`config.mk`:
```
export PLATFORM = sky130hd
export DESIGN_NAME = three_button_press_classifier_top
export DESIGN_NICKNAME = d
export VERILOG_FILES = /design/src/design/tbpc_pkg.sv /design/src/design/tbpc_lane.sv /design/src/design/tbpc_merge.sv /design/src/design/three_button_press_classifier_top.sv
export VERILOG_INCLUDE_DIRS = /design/src /design/src/design
export SDC_FILE = /design/constraint.sdc
export NUM_CORES = 1
export LEC_CHECK = 0
export BUFFER_PORTS_ARGS = -buffer_cell sky130_fd_sc_hd__buf_2
export CORE_UTILIZATION = 58
export CTS_BUF_LIST = sky130_fd_sc_hd__clkbuf_16
export DETAILED_ROUTE_END_ITERATION = 7
export PLACE_DENSITY = 0.76
export SLEW_MARGIN = 20
export SYNTH_ARGS = -nofsm -noshare
export SYNTH_HDL_FRONTEND = slang
export SYNTH_SLANG_ARGS = --single-unit
```
`constraint.sdc`:
```
create_clock -name i_clk -period 9.6 [get_ports i_clk]
set_clock_uncertainty 0.15 [all_clocks]
set_input_delay 2.4 -clock i_clk [delete_from_list [all_inputs] [get_ports i_clk]]
set_output_delay 2.4 -clock i_clk [all_outputs]
set_load 0.005 [all_outputs]
```
`src/design/three_button_press_classifier_top_assert.svh`:
```
// Assertion helpers for the press classifier; all checks run on i_clk and are
// disabled while i_rst_n is low.
`ifndef THREE_BUTTON_PRESS_CLASSIFIER_TOP_ASSERT_SVH
`define THREE_BUTTON_PRESS_CLASSIFIER_TOP_ASSERT_SVH

// Same-cycle implication.
`define TBPC_AST_IMP(lbl, ante, cons, msg) \
    lbl: assert property (@(posedge i_clk) disable iff (!i_rst_n) \
        (ante) |-> (cons)) else $error(msg);

// Next-cycle implication.
`define TBPC_AST_NXT(lbl, ante, cons, msg) \
    lbl: assert property (@(posedge i_clk) disable iff (!i_rst_n) \
        (ante) |=> (cons)) else $error(msg);

`endif

```
`src/design/tbpc_pkg.sv`:
```
package tbpc_pkg;

    localparam int TIME_W    = 32;
    localparam int CFG_W     = 16;
    localparam int CFG_IDX_W = 8;
    localparam int NUM_BTN   = 3;
    localparam int EV_W      = 4;

    // Lane order is also the event priority order
    localparam int BTN_PREV = 0;
    localparam int BTN_SEL  = 1;
    localparam int BTN_NEXT = 2;

    localparam logic [CFG_W-1:0] LONG_PRESS_RST = 16'd800;
    localparam logic [CFG_W-1:0] DEBOUNCE_RST   = 16'd30;

    typedef enum logic [CFG_IDX_W-1:0] {
        CFG_LONG_PRESS = 8'd0,
        CFG_DEBOUNCE   = 8'd1
    } t_cfg_idx;

    typedef enum logic [EV_W-1:0] {
        EV_NONE       = 4'd0,
        EV_PREV_SHORT = 4'd1,
        EV_SEL_SHORT  = 4'd2,
        EV_NEXT_SHORT = 4'd3,
        EV_SEL_LONG   = 4'd4,
        EV_NEXT_LONG  = 4'd5,
        EV_PTT_DOWN   = 4'd6,
        EV_PTT_UP     = 4'd7,
        EV_MENU       = 4'd8
    } t_event;

    // What one button lane found for the current item
    typedef struct packed {
        logic lead;       // leading edge this item
        logic long_hit;   // long threshold reached
        logic rel_ok;     // release after a press past debounce
        logic long_done;  // long flag as seen by this item
        logic down_cur;   // stored down flag
        logic down_nxt;   // down flag if the lane is updated
    } t_lane_res;

endpackage

```
`src/design/tbpc_lane.sv`:
```
module tbpc_lane
    import tbpc_pkg::*;
(
    input  logic             i_clk,
    input  logic             i_rst_n,
    input  logic             i_pressed,
    input  logic [TIME_W-1:0] i_now_ms,
    input  logic [CFG_W-1:0] i_long_ms,
    input  logic [CFG_W-1:0] i_deb_ms,
    input  logic             i_apply,
    input  logic             i_mark_long,
    output t_lane_res        o_res
);

    logic              r_down;
    logic              r_long_done;
    logic [TIME_W-1:0] r_start;

    logic              w_lead;
    logic              w_release;
    logic [TIME_W-1:0] w_start;
    logic              w_ld;
    logic [TIME_W-1:0] w_held;
    logic              w_long_hit;
    logic              w_rel_ok;
    logic              n_long_done;

    // Press timing, with a leading edge taken into account first
    always_comb begin
        w_lead      = i_pressed & ~r_down;
        w_release   = ~i_pressed & r_down;
        w_start     = w_lead ? i_now_ms : r_start;
        w_ld        = w_lead ? 1'b0 : r_long_done;
        w_held      = i_now_ms - w_start;
        w_long_hit  = i_pressed & ~w_ld & (w_held >= {{(TIME_W-CFG_W){1'b0}}, i_long_ms});
        w_rel_ok    = w_release & (w_held >= {{(TIME_W-CFG_W){1'b0}}, i_deb_ms});
        n_long_done = w_ld | w_long_hit;
    end

    always_comb begin
        o_res.lead      = w_lead;
        o_res.long_hit  = w_long_hit;
        o_res.rel_ok    = w_rel_ok;
        o_res.long_done = w_ld;
        o_res.down_cur  = r_down;
        o_res.down_nxt  = i_pressed;
    end

    // Lane state: updated when the merge lets this lane run, or marked by a chord
    always_ff @(posedge i_clk) begin
        if (!i_rst_n) begin
            r_down      <= 1'b0;
            r_long_done <= 1'b0;
            r_start     <= '0;
        end else if (i_apply) begin
            r_down      <= i_pressed;
            r_long_done <= n_long_done;
            r_start     <= w_start;
        end else if (i_mark_long) begin
            r_long_done <= 1'b1;
        end
    end

endmodule

```
`src/design/tbpc_merge.sv`:
```
`include "three_button_press_classifier_top_assert.svh"

module tbpc_merge
    import tbpc_pkg::*;
(
    input  logic               i_clk,
    input  logic               i_rst_n,
    input  logic               i_in_valid,
    output logic               o_in_ready,
    input  logic               i_prev_pressed,
    input  logic               i_next_pressed,
    input  t_lane_res          i_lane [NUM_BTN],
    output logic [NUM_BTN-1:0] o_apply,
    output logic               o_mark_long,
    output logic               o_out_valid,
    input  logic               i_out_ready,
    output logic [EV_W-1:0]    o_event_code,
    output logic               o_prev_held,
    output logic               o_select_held,
    output logic               o_next_held
);

    typedef struct packed {
        logic [EV_W-1:0]    ev;
        logic [NUM_BTN-1:0] held;
    } t_out;

    logic r_talk;
    logic r_chord_done;
    logic n_talk;
    logic n_chord_done;

    logic r_out_valid;
    logic r_skid_valid;
    t_out r_out;
    t_out r_skid;
    t_out w_new;

    logic               w_in_fire;
    logic               w_out_fire;
    logic               w_chord;
    t_event             w_ev0;
    t_event             w_ev1;
    t_event             w_ev2;
    t_event             w_event;
    logic               w_talk_lane;
    logic [NUM_BTN-1:0] w_run;

    assign o_in_ready = ~r_skid_valid;
    assign w_in_fire  = i_in_valid & o_in_ready;
    assign w_out_fire = r_out_valid & i_out_ready;

    // Chord detection and rearm
    always_comb begin
        w_chord = i_prev_pressed & i_next_pressed & ~r_chord_done;
        if (w_chord) begin
            n_chord_done = 1'b1;
        end else if (~i_prev_pressed & ~i_next_pressed) begin
            n_chord_done = 1'b0;
        end else begin
            n_chord_done = r_chord_done;
        end
    end

    // Prev lane events and push-to-talk tracking
    always_comb begin
        priority if (i_lane[BTN_PREV].long_hit) begin
            w_ev0 = EV_PTT_DOWN;
        end else if (i_lane[BTN_PREV].rel_ok && r_talk) begin
            w_ev0 = EV_PTT_UP;
        end else if (i_lane[BTN_PREV].rel_ok && !i_lane[BTN_PREV].long_done) begin
            w_ev0 = EV_PREV_SHORT;
        end else begin
            w_ev0 = EV_NONE;
        end

        priority if (i_lane[BTN_PREV].long_hit) begin
            w_talk_lane = 1'b1;
        end else if (i_lane[BTN_PREV].lead || (i_lane[BTN_PREV].rel_ok && r_talk)) begin
            w_talk_lane = 1'b0;
        end else begin
            w_talk_lane = r_talk;
        end
    end

    // Select and next lane events
    always_comb begin
        priority if (i_lane[BTN_SEL].long_hit) begin
            w_ev1 = EV_SEL_LONG;
        end else if (i_lane[BTN_SEL].rel_ok && !i_lane[BTN_SEL].long_done) begin
            w_ev1 = EV_SEL_SHORT;
        end else begin
            w_ev1 = EV_NONE;
        end

        priority if (i_lane[BTN_NEXT].long_hit) begin
            w_ev2 = EV_NEXT_LONG;
        end else if (i_lane[BTN_NEXT].rel_ok && !i_lane[BTN_NEXT].long_done) begin
            w_ev2 = EV_NEXT_SHORT;
        end else begin
            w_ev2 = EV_NONE;
        end
    end

    // Priority pick: chord first, then the first lane with an event
    always_comb begin
        if (w_chord) begin
            w_run   = '0;
            w_event = r_talk ? EV_PTT_UP : EV_MENU;
            n_talk  = 1'b0;
        end else begin
            w_run[BTN_PREV] = 1'b1;
            w_run[BTN_SEL]  = (w_ev0 == EV_NONE);
            w_run[BTN_NEXT] = (w_ev0 == EV_NONE) && (w_ev1 == EV_NONE);
            n_talk          = w_talk_lane;
            if (w_ev0 != EV_NONE) begin
                w_event = w_ev0;
            end else if (w_ev1 != EV_NONE) begin
                w_event = w_ev1;
            end else begin
                w_event = w_ev2;
            end
        end
    end

    always_comb begin
        w_new.ev = w_event;
        for (int k = 0; k < NUM_BTN; k++) begin
            w_new.held[k] = w_run[k] ? i_lane[k].down_nxt : i_lane[k].down_cur;
        end
    end

    assign o_apply     = w_in_fire ? w_run : '0;
    assign o_mark_long = w_in_fire & w_chord;

    // Shared state of the classifier
    always_ff @(posedge i_clk) begin
        if (!i_rst_n) begin
            r_talk       <= 1'b0;
            r_chord_done <= 1'b0;
        end else if (w_in_fire) begin
            r_talk       <= n_talk;
            r_chord_done <= n_chord_done;
        end
    end

    // Output register with a skid stage behind it
    always_ff @(posedge i_clk) begin
        if (!i_rst_n) begin
            r_out_valid  <= 1'b0;
            r_skid_valid <= 1'b0;
        end else if (w_out_fire) begin
            if (r_skid_valid) begin
                r_skid_valid <= 1'b0;
            end else begin
                r_out_valid <= w_in_fire;
            end
        end else if (w_in_fire) begin
            if (r_out_valid) begin
                r_skid_valid <= 1'b1;
            end else begin
                r_out_valid <= 1'b1;
            end
        end
    end

    always_ff @(posedge i_clk) begin
        if (w_out_fire) begin
            if (r_skid_valid) begin
                r_out <= r_skid;
            end else if (w_in_fire) begin
                r_out <= w_new;
            end
        end else if (w_in_fire) begin
            if (r_out_valid) begin
                r_skid <= w_new;
            end else begin
                r_out <= w_new;
            end
        end
    end

    assign o_out_valid   = r_out_valid;
    assign o_event_code  = r_out.ev;
    assign o_prev_held   = r_out.held[BTN_PREV];
    assign o_select_held = r_out.held[BTN_SEL];
    assign o_next_held   = r_out.held[BTN_NEXT];

    `TBPC_AST_IMP(a_skid_behind_out, r_skid_valid, r_out_valid, "skid full with output empty")
    `TBPC_AST_NXT(a_chord_latched, w_in_fire && w_chord, r_chord_done, "chord not latched")
    `TBPC_AST_IMP(a_talk_from_ptt_down, $rose(r_talk),
        $past(w_in_fire) && ($past(w_event) == EV_PTT_DOWN), "talk armed without ptt down")

endmodule

```
`src/design/three_button_press_classifier_top.sv`:
```
// Three-button press classifier (prev, select, next). Each input item is one
// poll: a millisecond timestamp and the three pressed levels; each item gives
// exactly one result item with an event code and the held flags after the poll.
// One item is taken every cycle while the skid stage is empty; the three button
// lanes and the chord/priority merge are combinational, and the result sits in
// an output register backed by a one-entry skid stage, so input is refused only
// when both are full. Register 0 sets the long-press threshold (reset 800 ms),
// register 1 the debounce time (reset 30 ms); the configuration port is always
// ready and other indexes are ignored.
module three_button_press_classifier_top
    import tbpc_pkg::*;
(
    input  logic                 i_clk,
    input  logic                 i_rst_n,
    input  logic                 i_cfg_valid,
    output logic                 o_cfg_ready,
    input  logic [CFG_IDX_W-1:0] i_cfg_index,
    input  logic [CFG_W-1:0]     i_cfg_data,
    input  logic                 i_in_valid,
    output logic                 o_in_ready,
    input  logic [TIME_W-1:0]    i_now_ms,
    input  logic                 i_prev_pressed,
    input  logic                 i_select_pressed,
    input  logic                 i_next_pressed,
    output logic                 o_out_valid,
    input  logic                 i_out_ready,
    output logic [EV_W-1:0]      o_event_code,
    output logic                 o_prev_held,
    output logic                 o_select_held,
    output logic                 o_next_held
);

    logic [CFG_W-1:0]   r_long_ms;
    logic [CFG_W-1:0]   r_deb_ms;
    logic [NUM_BTN-1:0] w_level;
    logic [NUM_BTN-1:0] w_apply;
    logic               w_mark_long;
    t_lane_res          w_lane [NUM_BTN];

    assign o_cfg_ready = 1'b1;

    // Configuration registers
    always_ff @(posedge i_clk) begin
        if (!i_rst_n) begin
            r_long_ms <= LONG_PRESS_RST;
            r_deb_ms  <= DEBOUNCE_RST;
        end else if (i_cfg_valid) begin
            unique case (i_cfg_index)
                CFG_LONG_PRESS: r_long_ms <= i_cfg_data;
                CFG_DEBOUNCE:   r_deb_ms  <= i_cfg_data;
                default: ;
            endcase
        end
    end

    assign w_level[BTN_PREV] = i_prev_pressed;
    assign w_level[BTN_SEL]  = i_select_pressed;
    assign w_level[BTN_NEXT] = i_next_pressed;

    // One lane per button; the chord marks only prev and next
    for (genvar k = 0; k < NUM_BTN; k++) begin : g_lane
        tbpc_lane u_lane (
            .i_clk       (i_clk),
            .i_rst_n     (i_rst_n),
            .i_pressed   (w_level[k]),
            .i_now_ms    (i_now_ms),
            .i_long_ms   (r_long_ms),
            .i_deb_ms    (r_deb_ms),
            .i_apply     (w_apply[k]),
            .i_mark_long (w_mark_long && (k != BTN_SEL)),
            .o_res       (w_lane[k])
        );
    end

    tbpc_merge u_merge (
        .i_clk          (i_clk),
        .i_rst_n        (i_rst_n),
        .i_in_valid     (i_in_valid),
        .o_in_ready     (o_in_ready),
        .i_prev_pressed (i_prev_pressed),
        .i_next_pressed (i_next_pressed),
        .i_lane         (w_lane),
        .o_apply        (w_apply),
        .o_mark_long    (w_mark_long),
        .o_out_valid    (o_out_valid),
        .i_out_ready    (i_out_ready),
        .o_event_code   (o_event_code),
        .o_prev_held    (o_prev_held),
        .o_select_held  (o_select_held),
        .o_next_held    (o_next_held)
    );

endmodule
```
* Yosys cells after proc, flatten, opt, wreduce, memory -nomap -nowiden
Index checks and enable logic that the tools add are counted.
** Operators by class
- Add/subtract/negate cells :: 3
- Magnitude comparators :: 6
- Equal/unequal tests :: 3
- Mux-type cells :: 38
- Bitwise logic cells :: 37
- Reductions and logical operators :: 29
** Operator list (count)
- 32-bit by 16-bit greater-or-equal comparator with 1-bit output :: 6
- 32-bit two-way mux :: 3
- 32-bit subtractor :: 3
- 7-bit two-way mux :: 5
- 4-bit two-way mux :: 8
- 1-bit bitwise AND :: 21
- 1-bit two-way mux :: 18
- 1-bit NOT :: 13
- 2-bit AND reduction :: 6
- 2-bit nonzero test :: 5
- 8-bit by 1-bit equality test with 1-bit output, second input constant :: 1
- 4-bit logical NOT :: 2
- 8-bit logical NOT :: 1
- 4-bit nonzero test :: 2
- 3-bit two-way mux :: 2
- 3-bit AND reduction :: 2
- 1-bit logical AND :: 5
- 2-bit two-way mux :: 2
- 2-bit != test, second input constant :: 2
- 1-bit logical NOT :: 3
- 1-bit OR :: 3
- 3-bit nonzero test :: 1
- 2-bit OR reduction :: 1
- 1-bit logical OR :: 1
** Word-level totals
- Bits in registers :: 152
- Bits of input ports :: 64
- Output and inout port bits :: 10
- Logic and storage cells :: 135

* Depth between registers and ports, before layout
Gate-level depths: netlist of the first run.
- Word-level depth :: 17
- Gate-level depth with buffers :: 27
- Mapped depth without buffers :: 23

* Hierarchy
From an unflattened synthesis of the first run, not the netlist that was laid out.
** Second synthesis, totals
- Cell total of the unflattened synthesis :: 2106
- Area total of the unflattened synthesis :: 16341.9 um^2
** Modules (own cells, without submodules)
- tbpc_lane at g_lane[0].u_lane :: times used 1, cells an instance 623, area an instance 4742.0 um^2, seq. area each 680.7 um^2
- tbpc_lane at g_lane[2].u_lane :: times used 1, cells an instance 622, area an instance 4688.2 um^2, seq. area each 680.7 um^2
- tbpc_lane at g_lane[1].u_lane :: times used 1, cells an instance 633, area an instance 4642.0 um^2, seq. area each 680.7 um^2
- three_button_press_classifier_top :: times used 1, cells an instance 139, area an instance 1325.0 um^2, seq. area each 640.6 um^2
- tbpc_merge :: times used 1, cells an instance 89, area an instance 944.7 um^2, seq. area each 500.5 um^2

* Least setup slack after synthesis of the first run
Ideal clock, no wire load.
- Path type :: input-to-reg
- From :: input port i_prev_pressed
- To :: register u_merge.r_out (netlist bit u_merge.o_next_held), data pin
- Library setup time :: 0.260 ns
- Data arrival time :: 7.097 ns
- Required time :: 9.190 ns
- Setup slack :: 2.093 ns
- Cell stages on the path :: 24
- Buffers on the path :: 2
- Path through :: nand2b_4 buf_2 buf_2 o21ai_0 ha_1 inv_1 ha_1 a31oi_1 o211ai_1 and3b_1 or2_1 xor2_1 ha_1 a21o_1 a211o_1 nor2_1 nor3_1 a221oi_1 nand3_1 nor4_2 a211oi_2 or4_4 mux2_4 mux2_2
** RTL lines
- start, declared :: line three_button_press_classifier_top.sv:22 : input logic i_prev_pressed,
- end signal, assigned :: line tbpc_merge.sv:170 : r_out <= r_skid;
- end signal, assigned :: line tbpc_merge.sv:172 : r_out <= w_new;
- end signal, assigned :: line tbpc_merge.sv:178 : r_out <= w_new;
- end, declared :: line tbpc_merge.sv:35 : t_out r_out;

==> results of run 1 <==
worst max path at each step:
stage | startpoint | endpoint | slack (ns) | cells past startpoint
2_1_floorplan | i_prev_pressed | u_merge.o_next_held | 2.09 | 24
3_3_place_gp | i_prev_pressed | u_merge.o_next_held | 1.44 | 23
3_5_place_dp | i_prev_pressed | u_merge.o_next_held | 1.24 | 23
4_1_cts | i_prev_pressed | u_merge.o_next_held | 1.67 | 23
5_1_grt | i_prev_pressed | u_merge.o_next_held | 1.34 | 23
6_report | i_prev_pressed | u_merge.o_next_held | 1.57 | 23
critical path: cells and delay by family:
family	cells	cell delay, ns
AOI/OAI and AO/OA	8	1.94
and+or+nand+nor	7	1.88
adders and majority gates	3	0.73
muxes	2	0.57
xor gates and xnor gates	1	0.30
buffers and inverters	2	0.21
per-stage QoR:
step,utilization [%],instance area (um2),setup slack (ns)
after floorplan,-,14700,2.09
after global placement,62.0,15300,1.44
after detailed placement,62.0,15300,1.24
after CTS,64.4,15800,1.67
after global routing,64.5,15900,1.34
final,64.5,15900,1.57
sequential cells by signal, indices dropped and copies added, names as in the netlist:
signal and flops:
u_merge.r_talk 1, r_long_ms 16, g_lane.u_lane.r_long_done 3, u_merge.o_out_valid 1, r_deb_ms 16, g_lane.u_lane.r_start 96
u_merge.r_chord_done 1, g_lane.u_lane.r_down 3, u_merge.o_next_held 1, u_merge.o_event_code 4, u_merge.r_skid_valid 1, u_merge.o_select_held 1
u_merge.r_skid 7, u_merge.o_prev_held 1
layout make-up:
cell class / instances / share of cell area, %
clock inverter: 15 / 0.993
sequential: 152 / 20.1
clock buffer: 17 / 2.68
tap: 324 / 2.55
multi-input combinational: 1478 / 69.1
inverter: 66 / 1.56
timing repair buffer: 84 / 3.09
synthesized netlist by cell type, types with 9 or more instances:
| cell | count |
|---|---|
| nand2_1 | 210 |
| ha_1 | 179 |
| dfxtp_1 | 138 |
| mux2i_1 | 123 |
| a21oi_1 | 102 |
| o21ai_0 | 92 |
| nor2_1 | 85 |
| o211a_1 | 80 |
| inv_1 | 65 |
| clkbuf_1 | 62 |
| a21o_1 | 56 |
| nor2b_1 | 55 |
| xnor2_1 | 38 |
| nand3_1 | 34 |
| xor2_1 | 30 |
| nand2b_1 | 29 |
| nand4_1 | 27 |
| nor3_1 | 27 |
| a31oi_1 | 21 |
| o211ai_1 | 19 |
| a211oi_1 | 18 |
| a21boi_0 | 18 |
| o21a_1 | 18 |
| and3_1 | 15 |
| o21bai_1 | 15 |
| edfxtp_1 | 14 |
| o2111ai_1 | 12 |
| nor4_1 | 10 |
| and2_1 | 9 |
| buf_1 | 9 |
| buf_2 | 9 |
power breakdown:
part	switching, W	internal [W]
logic	0.000664	0.000434
registers	0.0000197	0.000675
clock network	0.000316	0.000367
total	0.000999	0.00148
metal layers:
metal | track usage, % | vias to the layer above
li1 | - | 6668
met1 | 42.1 | 6488
met2 | 52.3 | 408
met3 | 3.67 | 64
met4 | 9.18 | 0
met5 | 0 | -
kinds of logic after synthesis:
family	share of synthesized area, %
AO/OA/AOI/OAI	27.2
AND/OR/NAND/NOR	18.3
adder cells (fa/ha/maj)	15.6
flip-flops	21.7
buffers and inverters	3.96
multiplexers	9.18
XOR/XNOR	4.06
other	0.0255
==> results.py, run 1 <==
metrics = {
    "routing": {
        "met1_length_um": 19300,
        "via_count": 13600,
        "wl_met2_um": 18800,
        "drt_wl_total_um": 41100,
        "drc": 0,
        "dr_wl_met3_um": 2020,
        "routed_via_density": 6.38,
        "ant_nets": 0,
        "first_pass_iters": 5,
        "routed.top_layer": "met4",
        "drt_iter0_markers": 1191,
        "routedWlPerCell_um": 19.2,
    },
    "global_route": {
        "grt_pass1_wl_um": 65000,
        "grt_start_max_net_pins": 106,
        "grt_pass1_vias": 12800,
        "grtUsageTotal_pct": 31.3,
        "antenna_found_initial": 0,
        "grt.overflow.total": 0,
    },
    "logic_synthesis": {
        "ys_top_cells_by_area": "dfxtp_1 (19%), ha_1 (15%), mux2i_1 (8.4%), o211a_1 (5.5%), nand2_1 (5.4%)",
        "synth_cell_types": 96,
        "ys_seq_elements": 152,
        "avgSynthCellArea_um2": 8.25,
        "synth_top_flop_cell": "dfxtp_1",
        "synthArstFlopShare_pct": 0,
        "netlist_instances": 1779,
        "synth_top_area_share_pct": 18.8,
        "synth-warning-count": 0,
        "synth_edf_count": 14,
        "netlist_area_mm2": 0.0147,
        "yosysSeqAreaShare_pct": 21.7,
        "syn_nets": 2024,
        "yosysTopAreaCell": "dfxtp_1",
    },
    "hold_path": {
        "hp-start": "r_deb_ms[4]",
        "min_path_cells": 2,
        "hp-class": "reg -> reg",
        "hold_path_end": "r_deb_ms[4]",
    },
    "clocking": {
        "cts_max_path_buffers": 2,
        "cts_tree": "yes",
        "clk_latency_ns": 0.44,
        "cts_hold_buf": 0,
        "cts.sinks": 152,
        "clockRootBuffer": "clkbuf_16",
        "cts_resized": 0,
        "clk_pin_slew_ns": 0.07,
        "numCtsBuffers": 17,
        "htreeDepth": 4,
        "post-cts-setup-buffers": 0,
    },
    "critical_path": {
        "reg2reg_setup_slack_ns": 3.09,
        "path_common_cell": "ha_1",
        "cp_data_arrival_time_ns": 8.06,
        "cp_data_required_time_ns": 9.64,
        "cp_slowest_cell": "or4_4",
        "r2r_end": "u_merge.o_next_held",
        "cp_max_fo": 33,
        "slowest_delay_ns": 0.58,
        "end_kind": "register",
        "startpoint_type": "input port",
        "crit_type": "in -> reg",
        "timing.rr.start": "g_lane[0].u_lane.r_down",
        "crit_chain": "buf_2, nand2b_4, o21ai_0, ha_1, inv_1, ha_1, a31oi_1, o211ai_1, and3b_1, or2_1, xor2_1, ha_1, a21o_1, a211o_1, nor2_1, o21ai_0, a221oi_1, nand3_1, nor4_2, a211oi_2, or4_4, mux2_4, mux2_2",
        "ff2ff_path_depth": 23,
    },
    "timing": {
        "hold_viol": 0,
        "max_slew_margin_pct": 20.4,
        "setup_violations": 0,
        "worst_pin_slew_ns": 1.18,
        "rsz0062_at_grt": "false",
        "holdWs_ns": 0.329,
        "slew_viol_final": 0,
        "fin_crit_ns": 8.03,
        "finalSetupTns_ns": 0,
        "period_share_pct": 83.6,
        "fmax_mhz": 125,
    },
    "power": {
        "vdd_drop_max_mv": 0.102,
        "p_total_w": 0.00248,
        "leakage_nw": 7.50,
        "powerDensity_mw_per_mm2": 156,
    },
    "final_layout": {
        "multi_input_area_mm2": 0.0110,
        "final_common_cell": "nand2_1",
        "final_cells": 2136,
        "nNetsFinal": 2044,
        "seqCellArea_mm2": 0.00318,
        "fill_cells": 2176,
        "diodes": 0,
        "layout.cells.most_common_list": "nand2_1 (210), ha_1 (179), dfxtp_1 (138)",
        "layout-drive-gt1-share_pct": 9.33,
        "syn2layout_area_growth_pct": 8.14,
    },
    "job": {
        "drv_cap": 0,
    },
    "placed_design": {
        "portBuffers": 72,
        "place_hpwl_um": 32300,
        "gp_congestion": 0.993,
        "numPlacedInstances": 2103,
    },
    "die": {
        "fp.coreArea_mm2": 0.0246,
        "fp.dieW_um": 161,
        "die_y_um": 161,
        "dieArea_mm2": 0.0259,
        "start_util_pct": 59.7,
        "pin_count": 74,
        "row_count": 57,
    },
    "run_status": {
        "status": "complete, no violations",
    },
}
Note: power is estimated with default switching activity, not from simulation.
==> run 2, diff against run 1 <==
clock period = 7.7 ns   (was 9.6 ns; I/O delays follow)
==> run 2 against run 1 <==
Against the previous run: highest routed layer unchanged; wire length increased by 2.3%; final cell count is 1.3% higher; sequential share of layout area decreased by 0.29 points; via count increased by 2.3%; count of clock-buffer cells in the layout increased by 1; final area rose by 1.5%; register-to-register slack worse by 1.5 ns; die area did not move; first-iteration DRC count decreased by 10%; critical endpoint unchanged; sequential power is 25% higher; clock power rose by 32%.
==> results.py, run 2 (synthesis results as in run 1) <==
metrics = {
    "timing": {
        "rsz0062_at_grt": "false",
        "hold_viol": 0,
        "max_slew_margin_pct": 30.6,
        "fin_crit_ns": 7.16,
        "period_share_pct": 93.0,
        "worst_pin_slew_ns": 1.04,
        "finalSetupTns_ns": 0,
        "setup_violations": 0,
        "fmax_mhz": 140,
        "slew_viol_final": 0,
        "holdWs_ns": 0.326,
    },
    "critical_path": {
        "r2r_end": "u_merge.o_next_held",
        "cp_top_family": "compound AO/OA/AOI/OAI gates",
        "end_kind": "register",
        "cp_max_fo": 8,
        "startpoint_type": "input port",
        "crit_chain": "buf_2, nand2b_4, o21ai_0, ha_1, inv_1, ha_1, a31oi_1, o211ai_1, and3b_1, or2_1, xor2_1, ha_1, a21o_1, a211o_1, nor2_1, o21ai_0, a221oi_1, nand3_1, nor4_2, a211oi_2, or4_4, mux2_4, mux2_2",
        "crit_type": "in -> reg",
        "crit_buf_inv": 2,
        "timing.rr.start": "g_lane[0].u_lane.r_down",
        "reg2reg_setup_slack_ns": 1.58,
        "slowest_delay_ns": 0.56,
        "ff2ff_path_depth": 23,
        "cp_data_arrival_time_ns": 7.20,
        "path_common_cell": "ha_1",
        "cp_data_required_time_ns": 7.74,
        "cp_slowest_cell": "or4_4",
    },
    "clocking": {
        "cts_tree": "yes",
        "htreeDepth": 4,
        "cts.sinks": 152,
        "cts_resized": 0,
        "clk_pin_slew_ns": 0.07,
        "cts_hold_buf": 0,
        "post-cts-setup-buffers": 0,
        "numCtsBuffers": 17,
        "clk_latency_ns": 0.44,
        "clockRootBuffer": "clkbuf_16",
        "cts_max_path_buffers": 2,
    },
    "die": {
        "fp.dieW_um": 161,
        "dieArea_mm2": 0.0259,
        "die_y_um": 161,
        "fp.coreArea_mm2": 0.0246,
        "start_util_pct": 59.7,
        "pin_count": 74,
        "row_count": 57,
    },
    "final_layout": {
        "fill_cells": 2121,
        "largest_reg_flops": 96,
        "final_common_cell": "nand2_1",
        "nNetsFinal": 2071,
        "syn2layout_area_growth_pct": 9.73,
        "multi_input_area_mm2": 0.0110,
        "diodes": 0,
        "seqCellArea_mm2": 0.00318,
        "layout.cells.most_common_list": "nand2_1 (210), ha_1 (179), dfxtp_1 (138)",
        "post-route-util_pct": 65.5,
        "top_register": "g_lane.u_lane.r_start",
        "layout-drive-gt1-share_pct": 10.7,
        "final_area_mm2": 0.0161,
        "reg.largest.list": "g_lane.u_lane.r_start: 96 flops, r_deb_ms: 16 flops, r_long_ms: 16 flops",
    },
    "routing": {
        "drt_iter0_markers": 1069,
        "routedWlPerCell_um": 19.4,
        "via_count": 13900,
        "drt_wl_total_um": 42000,
        "drc": 0,
        "ant_nets": 0,
        "routed_via_density": 6.44,
        "first_pass_iters": 8,
    },
    "power": {
        "p_int_w": 0.00189,
        "switchingPower_w": 0.00127,
        "powerDensity_mw_per_mm2": 196,
        "clkPwrFrac_pct": 28.6,
        "vdd_drop_max_mv": 0.146,
        "p_total_w": 0.00316,
        "seqPwrFrac_pct": 27.4,
        "p_comb_share_pct": 44.0,
        "leakage_nw": 7.65,
        "swShare_pct": 40.3,
    },
    "placed_design": {
        "portBuffers": 72,
        "place_hpwl_um": 33100,
        "dpl_cell_area_mm2": 0.0155,
        "gp_congestion": 1.02,
    },
    "job": {
        "drv_cap": 0,
    },
    "run_status": {
        "status": "complete, no violations",
    },
    "global_route": {
        "antenna_found_initial": 0,
        "grt.overflow.total": 0,
        "grt_pass1_wl_um": 67300,
        "grt_start_max_net_pins": 86,
        "grtUsageTotal_pct": 32.4,
        "grt_pass1_vias": 13100,
    },
    "hold_path": {
        "hp-class": "reg -> reg",
        "hp-start": "g_lane[0].u_lane.r_start[0]",
        "hold_path_end": "g_lane[0].u_lane.r_start[0]",
        "min_path_cells": 2,
    },
}
[run 2: cell types whose count changed in the layout (fill, tap and decap cells not counted), sizes merged]
cell | previous run | this run
clkinv | 6 | 2
buf | 84 | 111
clkbuf | 17 | 18
inv | 74 | 77
[run 2: metrics by stage]
stage / cells / setup slack, ns
floorplan: 1779 / 0.668
global placement: 2131 / 0.263
detailed placement: 2131 / 0.202
CTS: 2163 / 0.637
global route: 2163 / 0.214
finish: 2163 / 0.542
[run 2: final cells by class]
cell class	instances	share of cell area, %
multi-input combinational	1478	68.1
sequential	152	19.8
timing repair buffer	111	4.30
clock buffer	18	2.80
tap	324	2.52
inverter	66	1.54
clock inverter	14	1.02
[run 2: how the worst max path moves through the flow]
stage,startpoint,end,slack [ns],cells after the start
finish,i_prev_pressed,u_merge.o_next_held,0.54,23
detailed placement,i_next_pressed,u_merge.o_event_code[2],0.20,23
floorplan,i_prev_pressed,u_merge.o_next_held,0.67,24
CTS,i_prev_pressed,u_merge.o_next_held,0.64,23
global route,i_prev_pressed,g_lane[2].u_lane.r_start[0],0.21,25
global placement,i_select_pressed,u_merge.o_next_held,0.26,20
[run 2: power by group through the flow]
stage,registers [W],clock network (W),logic [W]
CTS,0.000866,0.000915,0.00137
finish,0.000866,0.000904,0.00139
floorplan,0.000878,0,0.000976
global route,0.000872,0.000948,0.00153
global placement,0.000882,0,0.00133
detailed placement,0.000884,0,0.00135
[run 2: tightest hold or removal path, delay by kind of cell, from the launching register on]
kind,cells,cell delay [ns]
flip-flops,1,0.31
AO/OA/AOI/OAI,1,0.07
AND/OR/NAND/NOR,1,0.05
[run 2: metal layers]
layer	global-route usage [%]	vias to the layer above	part of all wire, %
li1	-	6722	-
met4	8.70	0	2.1
met2	54.0	462	46
met1	43.9	6687	46
met3	4.08	68	5.9
met5	0	-	0
